--- src/hw/rtl/mht_ram.sv ---
// Generic single-port-write, single-port-read RAM with a registered read.
// Width and depth are parameters. No dependencies.
module mht_ram #(
  parameter int WIDTH = 8,
  parameter int DEPTH = 16
) (
  input  logic                                    clk,
  input  logic                                    we,
  input  logic [((DEPTH > 1) ? $clog2(DEPTH) : 1)-1:0] waddr,
  input  logic [WIDTH-1:0]                        wdata,
  input  logic                                    re,
  input  logic [((DEPTH > 1) ? $clog2(DEPTH) : 1)-1:0] raddr,
  output logic [WIDTH-1:0]                        rdata
);

  logic [WIDTH-1:0] mem [DEPTH];
  logic [WIDTH-1:0] rdata_r;

  always_ff @(posedge clk) begin
    if (we) begin
      mem[waddr] <= wdata;
    end
    if (re) begin
      rdata_r <= mem[raddr];
    end
  end

  assign rdata = rdata_r;

endmodule

--- config.mk ---
export PLATFORM = sky130hd
export DESIGN_NAME = mht_ram
export DESIGN_NICKNAME = d
export VERILOG_FILES = /design/src/hw/rtl/mht_ram.sv
export SDC_FILE = /design/constraint.sdc
export NUM_CORES = 1
export LEC_CHECK = 0
export BUFFER_PORTS_ARGS = -buffer_cell sky130_fd_sc_hd__buf_2
export CORE_MARGIN = 2
export CORE_UTILIZATION = 60
export CTS_BUF_LIST = sky130_fd_sc_hd__clkbuf_4 sky130_fd_sc_hd__clkbuf_8 sky130_fd_sc_hd__clkbuf_16
export CTS_CLUSTER_DIAMETER = 30
export DETAILED_ROUTE_END_ITERATION = 8
export GPL_TIMING_DRIVEN = 0
export PLACE_DENSITY = 0.89
export REMOVE_ABC_BUFFERS = 1
export SYNTH_ARGS = -nofsm -noshare
export SYNTH_HDL_FRONTEND = slang
export SYNTH_SLANG_ARGS = --single-unit
--- constraint.sdc ---
create_clock -name clk -period 2.4 [get_ports clk]
set_input_delay 0.72 -clock clk [delete_from_list [all_inputs] [get_ports clk]]
set_output_delay 0.72 -clock clk [all_outputs]
set_load 0.02 [all_outputs]
# == After elaboration in Yosys (flattened, before gate mapping) ==
# Memory sizes are Yosys's and may differ from the RTL's. A register that Yosys moved wholly into a read port is not among the register bits.
# Index checks and enable logic that the tools add are counted.
# Widths: inputs -> output; s select.
# word_totals
ff_bits,0
mem_bits_rw,128
input_bits,19
out_inout_bits,8
elab_cells,3
mem_count,1
# memory_table
memory,depth,word_bits,rd,rd_clocked_by_memory_dff,write_ports,line,text
mem,16,8,1,1,1,16,logic [WIDTH-1:0] mem [DEPTH];
# classes
mux,2
# ops
operator,n
$mux 1,2

# == Logic depth before layout (Yosys ltp) ==
# Gate-level depths: netlist (run 1).
# depth
word_depth,2
mapped_depth,5
depth_no_buf,3

# == Worst setup path after synthesis (run 1) ==
# Ideal clock, no wire load.
# synth_path
path_kind,input-to-reg
startpoint,in waddr[2] (netlist bit)
endpoint,"mem mem[0][0], enable pin"
setup_ps,383
t_arrival_ps,1830
t_required_ps,2017
setup_slack_ps,187
path_stages,2
n_path_buf,0
cell_sequence,or3b_2 -> nor3_1
# synth_lines
element,line,text
"start, declared",9,"input logic [((DEPTH > 1) ? $clog2(DEPTH) : 1)-1:0] waddr,"
"end, declared",16,
# Straight into the memory's write port.

==> results of run 1 <==
-- state kept, by name, summed over array words and instances (netlist names) --
name and count:
rdata 8, mem 128
-- area by class of cell --
class                           instances  area [um2]
Timing Repair Buffer                   26         133
Fill cell                             505        2610
Multi-Input combinational cell         83        1060
Clock inverter                         11         130
Tap cell                              108         135
Clock buffer                           21         444
Sequential cell                       136        4080
-- layout by cell type, fill, tap and decap left out, drive strengths merged, types with 2 or more instances in the layout --
cell type and count:
edfxtp 136, mux4 32, buf 25, clkbuf 22, a22oi 16, nor2 13
nand2 9, clkinv 6, nor3 4, bufinv 3, nand3b 2, nand2b 2
clkinvlp 2
-- worst max path at each step --
stage,startpoint,endpoint,slack [ns],depth (start not counted)
after global placement,raddr[0],rdata[1]$_DFFE_PP_,-0.45,4
after floorplan,waddr[2],mem[0][0]$_DFFE_PP_,0.19,2
after global routing,raddr[0],rdata[0]$_DFFE_PP_,0.26,4
after CTS,raddr[0],rdata[1]$_DFFE_PP_,0.08,4
after detailed placement,raddr[0],rdata[5]$_DFFE_PP_,-0.46,4
final,raddr[0],rdata[1]$_DFFE_PP_,0.32,4
-- synth_stat cells --
| library cell | n |
|---|---|
| buf_2 | 3 |
| nand2_1 | 9 |
| nor2_1 | 13 |
| nand3_1 | 1 |
| and2b_1 | 1 |
| clkdlybuf4s25_2 | 3 |
| mux4_1 | 14 |
| buf_6 | 3 |
| nor3_1 | 4 |
| nand2b_1 | 2 |
| or3b_2 | 1 |
| nand3b_1 | 2 |
| a22oi_1 | 16 |
| edfxtp_1 | 136 |
| nor2b_1 | 1 |
| buf_4 | 1 |
| and2_1 | 1 |
| mux4_2 | 18 |
-- through the flow --
stage	power (mW)	cell area, um2	setup TNS [ns]	util, %	hold WS, ns
finish	5.43	5990	0	69.7	0.548
global route	5.58	5990	0	69.7	0.545
CTS	5.45	5980	0	69.6	0.532
detailed placement	2.98	5410	-9.88	62.9	0.751
global placement	2.96	5410	-6.33	62.9	0.734
floorplan	2.86	5140	0	-	0.705
-- worst reg2reg max path, delay by kind of cell, from the launching register on --
kind	cells	cell delay, ns
compound gates	1	0.24
flops	1	0.41
mux	1	0.54
simple gates	1	0.14
-- power by group through the flow --
stage	Sequential [mW]	Combinational [mW]	Clock [mW]
after floorplan	2.75	0.107	0
after global placement	2.73	0.228	0
after detailed placement	2.74	0.240	0
after CTS	2.69	0.243	2.52
after global routing	2.69	0.261	2.63
final	2.69	0.242	2.50
-- layer usage --
layer	vias to the layer above	global-route usage, %	share of wire, %
met2	128	35.6	51
met3	9	6.04	8.6
met5	-	0	0
met4	0	8.23	1.1
li1	1049	-	-
met1	1220	27.8	39
-- kinds of logic after synthesis --
logic type / Yosys count
buf+inv: 10
compound gates: 16
flops: 136
mux: 32
simple gates: 35
==> impl_metrics.env, run 1 <==
export IMPL_hp_start="re"
export IMPL_slew_viol_final=0
export IMPL_grt_max_degree=33
export IMPL_setup_viol=0
export IMPL_cts_path_max_buffers=2
export IMPL_start_util_pct=60.8
export IMPL_ys_ff_latch=136
export IMPL_wl_per_cell_um=24.4
export IMPL_clkPwrFrac_pct=46.0
export IMPL_hold_viol=0
export IMPL_cts_resized=0
export IMPL_finClkSkew_ns=0.00837
export IMPL_combPwrFrac_pct=4.5
export IMPL_routed_via_density=6.25
export IMPL_maxCapViolCount=0
export IMPL_r2r_cells=3
export IMPL_clk_pin_slew_worst_paths_ns=0.06
export IMPL_cp_num_buf_inv=1
export IMPL_status="completed"
export IMPL_syn_inst=229
export IMPL_criticalPathCategory="in -> reg"
export IMPL_r2r_end="rdata[1]$_DFFE_PP_"
export IMPL_yosys_area_share_adder_pct=0
export IMPL_postCtsSetupBuffers=0
export IMPL_yosysTopAreaCellShare_pct=78.1
export IMPL_grt_pass1_wl_um=14300
export IMPL_wl_um=9400
export IMPL_grt_ovfl_total=0
export IMPL_finalWorstSetupSlack_ns=0.315
export IMPL_cts_tree="built"
export IMPL_cts_root_buf="clkbuf_8"
export IMPL_critPathSlowestCell="mux4_1"
export IMPL_ir_worst_vdd_mv=0.519
export IMPL_firstDrtPassIters=4
export IMPL_clk_latency_ns=0.51
export IMPL_first_global_vias=2533
export IMPL_syn_area_um2=5230
export IMPL_synth_area_mux_share_pct=14.8
export IMPL_cp_end_kind="register"
export IMPL_synthXorXnorAreaFrac_pct=0
export IMPL_yosys_area_top_type="edfxtp_1"
export IMPL_cpLargestDelayFamily="multiplexers"
export IMPL_fp_dieH_um=97.3
export IMPL_synth_top_family_by_area="multiplexers"
export IMPL_num_vias=2406
export IMPL_rows=34
export IMPL_crit_required_ns=2.63
export IMPL_place_ws_ns=-0.456
export IMPL_hold_end="rdata[7]$_DFFE_PP_"
export IMPL_ioPinCount=27
export IMPL_p_per_area_nw_per_um2=906
export IMPL_ant_nets=0
export IMPL_drt_iter0_drc=301
export IMPL_start_kind="primary input"
export IMPL_r2r_setup_slack_ns=0.81
export IMPL_hold_path_class="in -> reg"
export IMPL_arrival_ns=2.32
export IMPL_syn_area_per_cell_um2=22.8
export IMPL_swShare_pct=19.4
export IMPL_yosysWarnings=0
export IMPL_worstReg2RegStart="mem[0][1]$_DFFE_PP_"
export IMPL_drive_above_1_share_pct=26.7
export IMPL_max_stage_delay_ns=0.66
export IMPL_hpwl_um=5500
export IMPL_fmax_mhz=480
export IMPL_yosys_area_share_simple_pct=3.14
export IMPL_slew_limit_headroom_pct=7.84
export IMPL_cts_sinks=136
export IMPL_antennaDiodeCount=0
export IMPL_gp_congestion=0.714
export IMPL_hold_path_cell_count=1
export IMPL_io_buffers=26
export IMPL_antenna_found_initial=0
export IMPL_intPower_mw=4.38
export IMPL_finalNetCount=283
export IMPL_cp_max_fo=32
export IMPL_worstMarginPinSlew_ns=1.37
export IMPL_drc=0
export IMPL_p_leak_nw=1.99
export IMPL_postCtsHoldBufs=0
export IMPL_ys_types=18
export IMPL_track_usage_pct=21.6
export IMPL_area_growth_pct=14.6
export IMPL_synth_area_leaders="edfxtp_1, mux4_2, mux4_1"
export IMPL_rsz0062_at_grt="false"
export IMPL_period_share_pct=86.9
export IMPL_fin_cells=385
export IMPL_yosysSeqAreaShare_pct=78.1
export IMPL_h_tree_depth=4
export IMPL_dpl_cell_count=353
export IMPL_power_net_switching_mw=1.05
export IMPL_die_area_um2=9480
export IMPL_cts_made_buffers=17
export IMPL_cp_cell_sequence="clkbuf_4, mux4_1, a22oi_1, nand2_1"
export IMPL_pwr_share_seq_pct=49.6
export IMPL_fin_crit_ns=2.08
export IMPL_die_w_um=97.3
export IMPL_synth_compound_area_share_pct=2.30
export IMPL_core_area_um2=8590
(Power assumes the default switching activity.)
==> inputs of run 2 (changes only) <==
--- a/config.mk
+++ b/config.mk
@@ -12,7 +12,7 @@
 export CTS_CLUSTER_DIAMETER = 30
 export DETAILED_ROUTE_END_ITERATION = 8
 export GPL_TIMING_DRIVEN = 0
-export PLACE_DENSITY = 0.89
+export PLACE_DENSITY_LB_ADDON = 0.25
 export REMOVE_ABC_BUFFERS = 1
 export SYNTH_ARGS = -nofsm -noshare
 export SYNTH_HDL_FRONTEND = slang
==> impl_metrics.env, run 2 (synthesized netlist as in run 1, its figures left out) <==
export IMPL_placed_area_um2=5420
export IMPL_clkPwrFrac_pct=44.8
export IMPL_endpoint="rdata[3]$_DFFE_PP_"
export IMPL_cts_made_buffers=17
export IMPL_cts_resized=1
export IMPL_drc=0
export IMPL_clk_pin_slew_worst_paths_ns=0.06
export IMPL_cp_startpoint="raddr[0]"
export IMPL_pwr_share_seq_pct=50.6
export IMPL_postCtsSetupBuffers=0
export IMPL_criticalPathCategory="in -> reg"
export IMPL_arrival_ns=2.29
export IMPL_finalNetCount=285
export IMPL_worstReg2RegStart="mem[3][3]$_DFFE_PP_"
export IMPL_antennaDiodeCount=0
export IMPL_n_fill_cell=519
export IMPL_wl_um=9500
export IMPL_area_growth_pct=14.4
export IMPL_rows=34
export IMPL_p_leak_nw=1.99
export IMPL_ant_nets=0
export IMPL_slew_viol_final=0
export IMPL_slew_limit_headroom_pct=38.0
export IMPL_finClkSkew_ns=0.00688
export IMPL_maxCapViolCount=0
export IMPL_largest_reg_flops=128
export IMPL_drt_iter0_drc=239
export IMPL_ioPinCount=27
export IMPL_combPwrFrac_pct=4.5
export IMPL_grt_max_degree=33
export IMPL_track_usage_pct=22.2
export IMPL_drive_above_1_share_pct=28.0
export IMPL_worstMarginPinSlew_ns=0.926
export IMPL_cts_root_buf="clkbuf_8"
export IMPL_r2r_cells=3
export IMPL_r2r_setup_slack_ns=0.81
export IMPL_period_share_pct=85.2
export IMPL_fmax_mhz=489
export IMPL_firstDrtPassIters=4
export IMPL_utilization_pct=69.6
export IMPL_layout_common_cells="edfxtp_1, buf_2, mux4_2, a22oi_1, clkbuf_16"
export IMPL_crit_required_ns=2.64
export IMPL_p_per_area_nw_per_um2=888
export IMPL_wl_per_cell_um=24.6
export IMPL_core_area_um2=8590
export IMPL_start_util_pct=60.8
export IMPL_holdWs_ns=0.542
export IMPL_fp_dieH_um=97.3
export IMPL_setup_viol=0
export IMPL_status="completed"
export IMPL_hold_path_class="in -> reg"
export IMPL_power_net_switching_mw=1.04
export IMPL_intPower_mw=4.27
export IMPL_grt_ovfl_total=0
export IMPL_die_w_um=97.3
export IMPL_r2r_end="rdata[3]$_DFFE_PP_"
export IMPL_cp_max_fo=32
export IMPL_first_global_vias=2552
export IMPL_finalWorstSetupSlack_ns=0.356
export IMPL_fin_crit_ns=2.04
export IMPL_clk_latency_ns=0.51
export IMPL_gp_congestion=0.741
export IMPL_cp_end_kind="register"
export IMPL_postCtsHoldBufs=0
export IMPL_rsz0062_at_grt="false"
export IMPL_grt_pass1_wl_um=14700
export IMPL_ir_worst_vdd_mv=0.554
export IMPL_regMostFlops="mem"
export IMPL_routed_via_density=6.25
export IMPL_cts_sinks=136
export IMPL_antenna_found_initial=0
export IMPL_die_area_um2=9480
export IMPL_layout_commonest_cell="edfxtp_1"
export IMPL_swShare_pct=19.6
export IMPL_postLayoutCellArea_um2=5980
export IMPL_h_tree_depth=4
export IMPL_start_kind="primary input"
export IMPL_io_buffers=26
export IMPL_num_vias=2417
export IMPL_cts_tree="built"
export IMPL_cts_path_max_buffers=2
export IMPL_hpwl_um=5680
export IMPL_hold_viol=0
export IMPL_place_ws_ns=-0.548
[run 2: power by group through the flow]
stage / logic [mW] / registers (mW) / clock network [mW]
detailed placement: 0.241 / 2.74 / 0
finish: 0.240 / 2.69 / 2.38
global placement: 0.234 / 2.73 / 0
CTS: 0.244 / 2.69 / 2.40
floorplan: 0.107 / 2.75 / 0
global route: 0.260 / 2.69 / 2.51
[run 2: how the worst min path moves through the flow]
stage / from / endpoint / slack [ns] / cells past startpoint
2_1_floorplan: mem[7][0]$_DFFE_PP_ / rdata[0]$_DFFE_PP_ / 0.70 / 3
3_3_place_gp: mem[4][4]$_DFFE_PP_ / rdata[4]$_DFFE_PP_ / 0.74 / 3
3_5_place_dp: mem[6][4]$_DFFE_PP_ / rdata[4]$_DFFE_PP_ / 0.74 / 3
4_1_cts: re / rdata[6]$_DFFE_PP_ / 0.53 / 1
5_1_grt: re / rdata[5]$_DFFE_PP_ / 0.54 / 1
6_report: re / rdata[5]$_DFFE_PP_ / 0.54 / 1
[run 2: critical path, cell delays in order]
cell     delay, ns
buf_4         0.46
mux4_1        0.65
a22oi_1       0.29
nand2_1       0.14
[run 2: layout make-up]
cell class                      count  area, um2  share of cell area (%)
Clock inverter                     11        106                    1.78
Tap cell                          108        135                    2.26
Multi-Input combinational cell     83       1070                    17.8
Timing Repair Buffer               28        145                    2.43
Sequential cell                   136       4080                    68.3
Clock buffer                       21        444                    7.43
[run 2: metal layers]
layer | vias up | global-route usage (%) | wire, um
met5 | - | 0 | 0
met4 | 0 | 8.12 | 135
met3 | 13 | 6.91 | 633
met2 | 107 | 34.6 | 4720
met1 | 1241 | 30.3 | 4010
li1 | 1056 | - | -
[run 2: through the flow]
stage          TNS (ns)  power, mW  std cells
2_1_floorplan         0       2.86        219
3_3_place_gp     -11.35       2.97        353
3_5_place_dp      -5.80       2.98        355
4_1_cts               0       5.34        387
5_1_grt               0       5.46        387
6_report              0       5.31        387
