--- config.mk ---
export PLATFORM = sky130hd
export DESIGN_NAME = mht_mod
export DESIGN_NICKNAME = d
export VERILOG_FILES = /design/src/hw/rtl/mht_pkg.sv /design/src/hw/rtl/mht_mod.sv
export SDC_FILE = /design/constraint.sdc
export NUM_CORES = 1
export LEC_CHECK = 0
export BUFFER_PORTS_ARGS = -buffer_cell sky130_fd_sc_hd__buf_2
export CORE_MARGIN = 4
export CORE_UTILIZATION = 32
export DETAILED_ROUTE_END_ITERATION = 10
export HOLD_SLACK_MARGIN = 0.08
export PLACE_DENSITY_LB_ADDON = 0.3
export SYNTH_ARGS = -nofsm -noshare
export SYNTH_HDL_FRONTEND = slang
export SYNTH_SLANG_ARGS = --single-unit
export TNS_END_PERCENT = 1
--- constraint.sdc ---
create_clock -name clk -period 20.1 [get_ports clk]
set_input_delay 3.015 -clock clk [delete_from_list [all_inputs] [get_ports clk]]
set_output_delay 3.015 -clock clk [all_outputs]
set_load 0.02 [all_outputs]
--- src/hw/rtl/mht_pkg.sv ---
// Shared types and constants for the modulo hash table.
// Field widths, operation and status codes, and the slot layout of one bucket row.
// No dependencies.
package mht_pkg;

  localparam int KEY_W     = 64;
  localparam int HANDLE_W  = 16;
  localparam int MODE_W    = 2;
  localparam int STATUS_W  = 2;
  localparam int BCNT_W    = 9;
  localparam int KEY_BYTES = KEY_W / 8;
  localparam int BYTE_CNT_W = $clog2(KEY_BYTES);

  typedef logic [MODE_W-1:0]   mode_t;
  typedef logic [STATUS_W-1:0] status_t;

  localparam mode_t MODE_INSERT = 2'd0;
  localparam mode_t MODE_FIND   = 2'd1;
  localparam mode_t MODE_REMOVE = 2'd2;
  localparam mode_t MODE_NOP    = 2'd3;

  localparam status_t ST_OK      = 2'd0;
  localparam status_t ST_DUP     = 2'd1;
  localparam status_t ST_MISSING = 2'd2;
  localparam status_t ST_FULL    = 2'd3;

  typedef struct packed {
    logic                valid;
    logic [KEY_W-1:0]    key;
    logic [HANDLE_W-1:0] handle;
  } slot_t;

endpackage

--- src/hw/rtl/mht_mod.sv ---
// Iterative remainder unit: 64-bit key modulo a 9-bit divisor, one key byte per cycle.
// Depends on mht_pkg for the key and count widths.
module mht_mod (
  input  logic                        clk,
  input  logic                        rst_n,
  input  logic                        start,
  input  logic [mht_pkg::KEY_W-1:0]   key,
  input  logic [mht_pkg::BCNT_W-1:0]  divisor,
  output logic                        done,
  output logic [mht_pkg::BCNT_W-1:0]  rem
);

  import mht_pkg::*;

  logic                  busy_r;
  logic                  done_r;
  logic [BYTE_CNT_W-1:0] cnt_r;
  logic [KEY_W-1:0]      key_r;
  logic [BCNT_W-1:0]     rem_r;
  logic [BCNT_W-1:0]     rem_nxt;

  // Fold the top key byte into the partial remainder, one bit at a time.
  always_comb begin
    logic [BCNT_W:0] t;
    rem_nxt = rem_r;
    for (int b = 7; b >= 0; b--) begin
      t = {rem_nxt, key_r[KEY_W-8+b]};
      if (t >= {1'b0, divisor}) begin
        t = t - {1'b0, divisor};
      end
      rem_nxt = t[BCNT_W-1:0];
    end
  end

  always_ff @(posedge clk) begin
    if (!rst_n) begin
      busy_r <= 1'b0;
      done_r <= 1'b0;
      cnt_r  <= '0;
    end else begin
      done_r <= 1'b0;
      if (start) begin
        busy_r <= 1'b1;
        cnt_r  <= '0;
        key_r  <= key;
        rem_r  <= '0;
      end else if (busy_r) begin
        rem_r <= rem_nxt;
        key_r <= {key_r[KEY_W-9:0], 8'h00};
        cnt_r <= cnt_r + 1'b1;
        if (cnt_r == BYTE_CNT_W'(KEY_BYTES - 1)) begin
          busy_r <= 1'b0;
          done_r <= 1'b1;
        end
      end
    end
  end

  assign done = done_r;
  assign rem  = rem_r;

endmodule

### Word level (Yosys, flattened, before mapping)

Index checks and enable logic that the tools add are counted.

* bits in registers: 78
* logic and storage cells: 44

* add/subtract/negate cells: 9
* $lt $le $gt $ge: 8
* equality and inequality tests: 1
* multiplexer cells: 15
* bitwise gates (word level): 2
* reduce and logical (&&, ||, !) cells: 4

Operators with widths (count)
* $mux 64: 2
* $mux 9: 9
* $ge 10x9->1: 8
* $sub 9x9->9: 8
* $mux 1: 4
* $add 3x1->3 const B: 1
* $eq 3x3->1 const B: 1
* $reduce_or 3->1: 1
* $not 1->1: 2
* $reduce_and 2->1: 1
* $reduce_bool 2->1: 1
* $reduce_or 2->1: 1

### Depth between registers and ports, before layout

Gate-level depths: netlist of run 1.

* depth in word-level cells: 17
* gate-level depth with buffers: 89
* depth with buffers taken out: 83

### Worst setup path before layout of run 1

No wires, ideal clock.

* path type: input port to flip-flop
* start point: in divisor[1] (netlist name)
* end point: reg rem_r[3] (netlist: rem[3]), data pin
* setup time: 0.268 ns
* data arrival time: 19.131 ns
* required time: 19.832 ns
* slack: 0.701 ns
* cell stages on the path: 80
* path buffers: 6
* cells stage by stage: inv_1 -> fa_1 -> a21oi_2 -> o211ai_2 -> o211a_1 -> nor2_1 -> mux2_2 -> ha_1 -> or2_2 -> o22ai_1 -> a21oi_1 -> or3_1 -> nor2_1 -> clkbuf_1 -> mux2_2 -> ha_1 -> a211oi_1 -> nor2_1 -> [44 not listed] -> o21ai_0 -> nand2b_1 -> a2111o_1 -> buf_6 -> o21a_1 -> buf_6 -> a221o_1 -> ha_1 -> a21o_1 -> a21oi_1 -> o21ai_0 -> nor2_1 -> inv_1 -> a221oi_1 -> o211ai_4 -> buf_6 -> mux2i_1 -> nor2_1

* cells in the longest elaborated chain, start to end: 17
* elaborated cells on any way between the ends: 25
* classes of those cells: 8 x add/sub; 8 x order compare; 9 x mux

Ends and longest elaborated chain
* start, declared: line mht_mod.sv:8 `input logic [mht_pkg::BCNT_W-1:0] divisor,`
* $sub 9x9->9 / $ge 10x9->1 (equally long branches): line mht_mod.sv:29, mht_mod.sv:28
* $mux 9: line mht_mod.sv:28 `if (t >= {1'b0, divisor}) begin`
* $sub 9x9->9 / $ge 10x9->1 (equally long branches): line mht_mod.sv:29, mht_mod.sv:28
* $mux 9: line mht_mod.sv:28
* $sub 9x9->9 / $ge 10x9->1 (equally long branches): line mht_mod.sv:29, mht_mod.sv:28
* $mux 9: line mht_mod.sv:28
* $sub 9x9->9 / $ge 10x9->1 (equally long branches): line mht_mod.sv:29, mht_mod.sv:28
* $mux 9: line mht_mod.sv:28
* $sub 9x9->9 / $ge 10x9->1 (equally long branches): line mht_mod.sv:29, mht_mod.sv:28
* $mux 9: line mht_mod.sv:28
* $sub 9x9->9 / $ge 10x9->1 (equally long branches): line mht_mod.sv:29, mht_mod.sv:28
* $mux 9: line mht_mod.sv:28
* $ge 10x9->1 / $sub 9x9->9 (equally long branches): line mht_mod.sv:28, mht_mod.sv:29
* $mux 9: line mht_mod.sv:28
* $sub 9x9->9 / $ge 10x9->1 (equally long branches): line mht_mod.sv:29, mht_mod.sv:28
* $mux 9 *: line mht_mod.sv:28
* $mux 9 *: line mht_mod.sv:47 `end else if (busy_r) begin`
* end signal, assigned: line mht_mod.sv:48 `rem_r <= rem_nxt;`
* end, declared: line mht_mod.sv:19 `logic [BCNT_W-1:0] rem_r;`

Every way passes the cells marked *; elsewhere a longest branch is shown, timed or not. The select of a mux whose other input is x is not followed.
A chain may end at the register's enable or synchronous reset.

### Worst setup path in the final report of run 1

* start point: in divisor[0] (netlist name)
* end point: reg rem_r[5] (netlist: rem[5]), data pin

The elaborated chain is that of the path after synthesis.

==> results of run 1 <==
[per-layer routing]
layer / GRT usage / vias to the layer above
li1: - / 2905
met3: 0.0468 / 40
met1: 0.200 / 2727
met4: 0.0422 / 10
met2: 0.243 / 154
met5: 0 / -
[synth_stat cells (all sizes together), types with 7 or more instances]
library cell  count
edfxtp           73
inv              45
nand3             9
nand2b           10
xnor2            34
o21ai            32
nor2b            13
nand2            44
and2             10
nor3             11
nor2             54
o21a              7
mux2             77
mux2i            21
clkbuf           12
a21o             24
a211oi           10
a21oi            55
xor2             17
nand4            14
fa                8
ha               74
[through the flow]
stage           util  hold slack (ns)  area [µm²]  setup WS [ns]  TNS, ns
5_1_grt        0.383            0.555        8440         0.0361        0
2_1_floorplan      -            0.465        7240          0.701        0
3_3_place_gp   0.365            0.480        8050          0.228        0
4_1_cts        0.378            0.507        8320          0.145        0
6_report       0.383            0.494        8440           1.25        0
3_5_place_dp   0.365            0.493        8050         -0.136    -1.03
[state kept, by name, summed over array words and instances (netlist names)]
register  cells
key_r        64
rem           9
cnt_r         3
busy_r        1
done          1
[cell type report]
cell class	count	area, µm²
Fill cell	2232	13600
Multi-Input combinational cell	588	4780
Sequential cell	78	2290
Timing Repair Buffer	103	561
Tap cell	280	350
Clock buffer	11	243
Inverter	45	169
Clock inverter	5	33.8
Antenna cell	2	5.00
[critical path, delay by kind of cell]
| family | cells | cell delay [ns] |
|---|---|---|
| adders and majority gates | 9 | 3.29 |
| AOI/OAI and AO/OA | 34 | 6.73 |
| and+or+nand+nor | 24 | 3.24 |
| muxes | 5 | 1.49 |
| buffers and inverters | 7 | 1.08 |
[final timing paths]
check / start / end / slack, ns / depth (start not counted)
max: divisor[0] / rem[5] / 1.25 / 79
min: cnt_r[1] / cnt_r[1] / 0.49 / 2
max reg2reg: key_r[63] / rem[5] / 3.71 / 79
min reg2reg: cnt_r[1] / cnt_r[1] / 0.49 / 2
[what timing repair did]
action	4_1_cts	5_1_grt
hold buffers	0	0
setup buffers	0	1
endpoints found under the setup margin	0	9
resized for setup	0	21
[cell families (layout without fill, tap and decap cells)]
kind of cell    after synthesis  after routing  share of synthesized area
mux                          98             98                      0.149
buf+inv                      63            164                     0.0370
simple gates                184            184                      0.125
fa+ha+maj                    82             82                      0.150
other cells                   0              2                          0
xor+xnor                     51             51                     0.0617
flops                        78             78                      0.317
compound gates              172            173                      0.160
==> reports/qor.yml, run 1 <==
die:
  die_area_um2: 25100
  io_pins: 86
  die_w_um: 158
  initial_core_util: 0.329
  rows: 54
  coreArea_um2: 22000
  fp.dieH_um: 158
logic_synthesis:
  yosysWarnings: 0
  seq_area_frac_synth: 0.317
  post-synth-top-area-fraction: 0.303
  synth.area.top_cells: "edfxtp_1 30%, ha_1 13%, mux2_2 12%, xnor2_1 4.1%, a21oi_1 3.7%"
  synth_fp_nets: 886
  syn_area_per_cell_um2: 9.94
  yosys_most_used_dff: "edfxtp_1"
  synth_seq_cells: 78
  syn_inst: 728
  async_flop_share: 0
  synth_area_leader_cell: "edfxtp_1"
  synth_cell_types: 66
  synth_edf_count: 73
  syn_area_um2: 7240
global_route:
  grt_usage: 0.152
  grt_pass1_vias: 5944
  grt_first_pass_wirelength_mm: 30.5
  overflow: 0
  antenna_found_initial: 6
  grt_max_degree: 75
sta:
  worst_pin_slew_ns: 1.01
  grt_setup_unrepaired: "false"
  min_period_ns: 18.85
  hold_violations: 0
  fmax_mhz: 53.0
  drv_slew: 0
  relSlewSlack: 0.328
  finalSetupViolCount: 0
  finalClockSkew_ns: 0.00772
  period_share: 0.938
cts:
  h-tree-depth: 3
  cts_tree: "done"
  max-clock-path-buffers: 2
  clock_sinks: 78
  path_clk_slew_ns: 0.06
  cts_made_buffers: 9
  clk_latency_ns: 0.33
  clockRootBuffer: "clkbuf_16"
job:
  maxCapViolCount: 0
outcome:
  status: "completed"
place:
  place_hpwl_mm: 14.7
  port_buffers: 85
  gp_congestion: 0.915
  place_inst: 1092
cells_and_area:
  drive_above_1_share: 0.273
  final_cell_mix: "85 x buf_2, 76 x mux2_2, 74 x ha_1"
  finalNonFillerCells: 1112
  nets: 983
  area_growth_pct: 16.6
  mostFrequentLayoutCell: "buf_2"
worst_setup_path:
  crit_type: "in -> reg"
  cpMaxStageDelayCell: "fa_1"
  required_ns: 20.15
  crit_fanout: 14
  cp_common_cell: "nor2_1"
  end_kind: "flip-flop"
  max_stage_delay_ns: 0.47
  cp_data_arrival_time_ns: 18.90
  start_kind: "input pin"
route:
  dr_wl_met3_mm: 1.48
  dr_wl_met2_mm: 8.37
  drt_first_pass_iters: 5
  ant_nets: 0
  wl_met1_mm: 8.61
  drc: 0
  first_iter_violations: 378
  wl_per_cell_um: 17.0
  vias: 5836
  top_layer: "met5"
  drt_wl_total_mm: 18.9
  viasPerCell: 5.25
min_path:
  hold_path_class: "reg -> reg"
Power of run 1 is not shown: default switching activity piles up to over one toggle a cycle in this logic, so the estimate is an artifact.
==> run 2: changes to the inputs <==
BUFFER_PORTS_ARGS = unset   (was -buffer_cell sky130_fd_sc_hd__buf_2)
DONT_BUFFER_PORTS = 1   (was unset)
==> reports/qor.yml, run 2 (same netlist as run 1, synthesis figures left out) <==
sta:
  worst_pin_slew_ns: 1.01  # -0.00316 ns
  relSlewSlack: 0.330  # +0.00211
  finalSetupViolCount: 0  # unchanged
  finalSetupTns_ns: 0  # unchanged
  drv_slew: 0  # unchanged
  finalClockSkew_ns: 0.00971  # +0.00199 ns
  min_period_ns: 18.76  # -0.0975 ns
  period_share: 0.933  # -0.00485
  fmax_mhz: 53.3  # +0.52%
  hold_violations: 0  # unchanged
  grt_setup_unrepaired: "false"
global_route:
  grt_pass1_vias: 5652  # -4.9%
  grt_first_pass_wirelength_mm: 30.0  # -1.7%
  antenna_found_initial: 10  # +4
  overflow: 0  # unchanged
  grt_usage: 0.151  # -0.000797
  grt_max_degree: 76  # +1.3%
place:
  port_buffers: 0  # -100%
  place_hpwl_mm: 14.6  # -0.64%
  place_inst: 1006  # -7.9%
  gp_congestion: 0.914  # -0.11%
cts:
  max-clock-path-buffers: 2  # unchanged
  cts_tree: "done"
  path_clk_slew_ns: 0.06  # about the same
  cts_made_buffers: 9  # unchanged
  clk_latency_ns: 0.34  # about the same
  clockRootBuffer: "clkbuf_16"
  cts_hold_buf: 0  # unchanged
  h-tree-depth: 3  # unchanged
  clock_sinks: 78  # unchanged
die:
  die_w_um: 158  # unchanged
  io_pins: 86  # unchanged
  rows: 54  # unchanged
  coreArea_um2: 22000  # unchanged
  die_area_um2: 25100  # unchanged
  initial_core_util: 0.329  # unchanged
  fp.dieH_um: 158  # unchanged
worst_setup_path:
  required_ns: 20.19  # +0.04 ns
  reg2regPathDepth: 78  # -1.3%
  cp_data_arrival_time_ns: 18.84  # -0.06 ns
  start_kind: "input pin"
  crit_type: "in -> reg"
  cpMaxStageDelayCell: "fa_1"
  end_kind: "flip-flop"
  cp-startpoint: "divisor[0]"
  crit_fanout: 15  # +1
  rr_startpoint: "key_r[63]"
  cp_common_cell: "nor2_1"
  max_stage_delay_ns: 0.48  # about the same
cells_and_area:
  area_growth_pct: 11.5
  final_cell_mix: "76 x mux2_2, 74 x ha_1, 73 x edfxtp_1"
  mostFrequentLayoutCell: "mux2_2"
  max_flop_register: "key_r"
  nets: 904  # -8.0%
  drive_above_1_share: 0.197  # -0.0764
  finalNonFillerCells: 1034  # -7.0%
  largest_register_ff_count: 64  # unchanged
route:
  first_iter_violations: 454  # +20%
  ant_nets: 0  # unchanged
  vias: 5533  # -5.2%
  viasPerCell: 5.35  # +2.0%
  wl_per_cell_um: 18.1  # +6.5%
  drt_wl_total_mm: 18.8  # -0.93%
  drc: 0  # unchanged
  drt_first_pass_iters: 5  # unchanged
min_path:
  hp-start: "cnt_r[1]"
  hold_path_class: "reg -> reg"
  whs_path_depth: 2  # unchanged
job:
  maxCapViolCount: 0  # unchanged
outcome:
  status: "completed"
## run 2: worst paths after layout
check	slack, ns	endpoint
worst max-delay path	1.34	rem[3]
worst min-delay path	0.50	cnt_r[1]
worst max register to register	3.50	rem[3]
worst min register to register	0.50	cnt_r[1]
## run 2: stage by stage
step	util	setup slack [ns]	area [µm²]	hold slack, ns
3_5_place_dp	0.346	0.0592	7610	0.502
6_report	0.366	1.34	8070	0.505
3_3_place_gp	0.346	0.399	7610	0.482
4_1_cts	0.360	0.374	7920	0.517
2_1_floorplan	-	0.701	7240	0.465
5_1_grt	0.366	0.0356	8070	0.556
## run 2: cell type report
cell class / count / area [µm²]
Clock buffer: 9 / 225
Inverter: 45 / 169
Multi-Input combinational cell: 587 / 4760
Clock inverter: 7 / 80.1
Timing Repair Buffer: 25 / 188
Fill cell: 2255 / 14000
Sequential cell: 78 / 2290
Antenna cell: 3 / 7.51
Tap cell: 280 / 350
## run 2: what timing repair did
action,CTS,global route
endpoints found under the setup margin,0,9
setup buffers,0,9
resized for setup,0,18
## run 2: routing by layer
metal / GRT usage / vias to the layer above / routed length [µm]
met5: 0 / - / 100
met4: 0.0467 / 14 / 472
met3: 0.0565 / 46 / 1500
met2: 0.234 / 159 / 8150
met1: 0.197 / 2560 / 8530
li1: - / 2754 / -
## run 2: critical path: cells and delay by family
| family | cells | cell delay (ns) |
|---|---|---|
| AO/OA/AOI/OAI | 31 | 6.47 |
| AND/OR/NAND/NOR | 25 | 3.74 |
| adder cells (fa/ha/maj) | 9 | 3.02 |
| multiplexers | 6 | 1.83 |
| buffers and inverters | 6 | 0.77 |
Power of run 2 is left out for the same reason.
==> run 3: changes to the inputs <==
CORE_UTILIZATION = 35   (was 32)
clock period = 18.8 ns   (was 20.1 ns; I/O delays follow)
==> reports/qor.yml, run 3 (same netlist as run 1, synthesis figures left out) <==
outcome:
  status: "completed"
route:
  first_iter_violations: 333  # -27%
  wl_per_cell_um: 18.5  # +1.9%
  vias: 5546  # +0.23%
  drt_first_pass_iters: 4  # -1
  drc: 0  # unchanged
  ant_nets: 0  # unchanged
  drt_wl_total_mm: 19.2  # +2.1%
  viasPerCell: 5.35  # about the same
cts:
  h-tree-depth: 3  # unchanged
  cts_hold_buf: 0  # unchanged
  clockRootBuffer: "clkbuf_16"
  path_clk_slew_ns: 0.06  # about the same
  max-clock-path-buffers: 2  # unchanged
  cts_made_buffers: 9  # unchanged
  cts_tree: "done"
  clk_latency_ns: 0.33  # about the same
  clock_sinks: 78  # unchanged
min_path:
  hold_path_class: "reg -> reg"
  whs_path_depth: 2  # unchanged
sta:
  fmax_mhz: 56.3
  finalSetupViolCount: 0  # unchanged
  worst_pin_slew_ns: 1.01  # +0.00492 ns
  period_share: 0.945
  min_period_ns: 17.77
  finalSetupTns_ns: 0  # unchanged
  finalClockSkew_ns: 0.00903  # -0.000682 ns
  drv_slew: 0  # unchanged
  fin_hold_ws_ns: 0.511  # +0.00601 ns
  relSlewSlack: 0.327  # -0.00328
  hold_violations: 0  # unchanged
global_route:
  overflow: 0  # unchanged
  grt_usage: 0.169  # +0.0175
  grt_pass1_vias: 5693  # +0.73%
  antenna_found_initial: 6  # -4
  grt_first_pass_wirelength_mm: 30.1  # +0.35%
  grt_max_degree: 76  # unchanged
cells_and_area:
  nets: 917  # +1.4%
  mostFrequentLayoutCell: "mux2_2"
  nFillCells: 2040  # -9.5%
  area_growth_pct: 13.6
  largest_register_ff_count: 64  # unchanged
  final_cell_mix: "76 x mux2_2, 73 x edfxtp_1, 72 x ha_1"
  drive_above_1_share: 0.215  # +0.0176
  max_flop_register: "key_r"
place:
  place_hpwl_mm: 14.8  # +0.88%
  port_buffers: 0  # unchanged
  gp_congestion: 0.921  # +0.74%
worst_setup_path:
  reg2regPathDepth: 74  # -5.1%
  crit_fanout: 14  # -1
  start_kind: "input pin"
  crit_type: "in -> reg"
  cp_data_arrival_time_ns: 17.87  # -0.97 ns
  cp_common_cell: "nor2_1"
  cpMaxStageDelayCell: "fa_1"
  required_ns: 18.89  # -1.30 ns
  end_kind: "flip-flop"
  max_stage_delay_ns: 0.45  # -0.03 ns
die:
  die_area_um2: 23000  # -8.1%
  io_pins: 86  # unchanged
  die_w_um: 152  # -4.2%
  fp.dieH_um: 152  # -4.2%
  coreArea_um2: 20300  # -7.8%
  initial_core_util: 0.356  # +0.0279
  rows: 52  # -3.7%
job:
  maxCapViolCount: 0  # unchanged
run 3: cell types whose count changed in the layout (fill, tap and decap cells not counted), moves of 2 or more:
cell	before	now
buf_4	25	36
o211ai_4	2	4
o21ai_0	30	27
ha_1	74	72
clkinv_1	0	2
o21ai_1	1	4
run 3: cell type report:
type                       instances  area, µm²  share of cell area
antenna                            2       5.00            0.000609
sequential                        78       2290               0.279
clock buffer                       9        225              0.0274
inverter                          45        169              0.0205
multi-input combinational        588       4840               0.589
tap                              270        338              0.0411
timing repair buffer              37        282              0.0342
clock inverter                     7       71.3             0.00867
run 3: what timing repair did:
action	CTS	global route
gates resized for setup	0	28
setup endpoints to repair	0	9
buffers inserted	0	6
run 3: per-stage QoR:
step,util,area (µm²),worst slack [ns],std cells
floorplan,-,7260,0.0334,728
CTS,0.396,8030,0.359,1027
global route,0.405,8220,-0.0831,1035
finish,0.405,8220,1.03,1036
global placement,0.381,7740,0.292,1011
detailed placement,0.381,7740,-0.00391,1011
run 3: routing by layer:
layer / vias up / GRT usage / share of wire
li1: 2778 / - / -
met1: 2575 / 0.214 / 0.44
met2: 145 / 0.270 / 0.46
met3: 40 / 0.0577 / 0.078
met4: 8 / 0.0544 / 0.026
met5: - / 0 / 0.0025
run 3: final timing paths:
| path | start | end | slack (ns) |
|---|---|---|---|
| hold reg to reg | cnt_r[2] | cnt_r[2] | 0.51 |
| setup / recovery | divisor[0] | rem[1] | 1.03 |
| setup reg to reg | rem[3] | rem[1] | 2.96 |
| hold / removal | cnt_r[2] | cnt_r[2] | 0.51 |
run 3: worst max-delay path, delay by kind of cell:
kind                       cells  cell delay (ns)
adders and majority gates      9             2.81
and+or+nand+nor               22             3.09
buffers and inverters          5             0.61
AOI/OAI and AO/OA             34             6.86
muxes                          5             1.67
Power of run 3 is left out for the same reason.
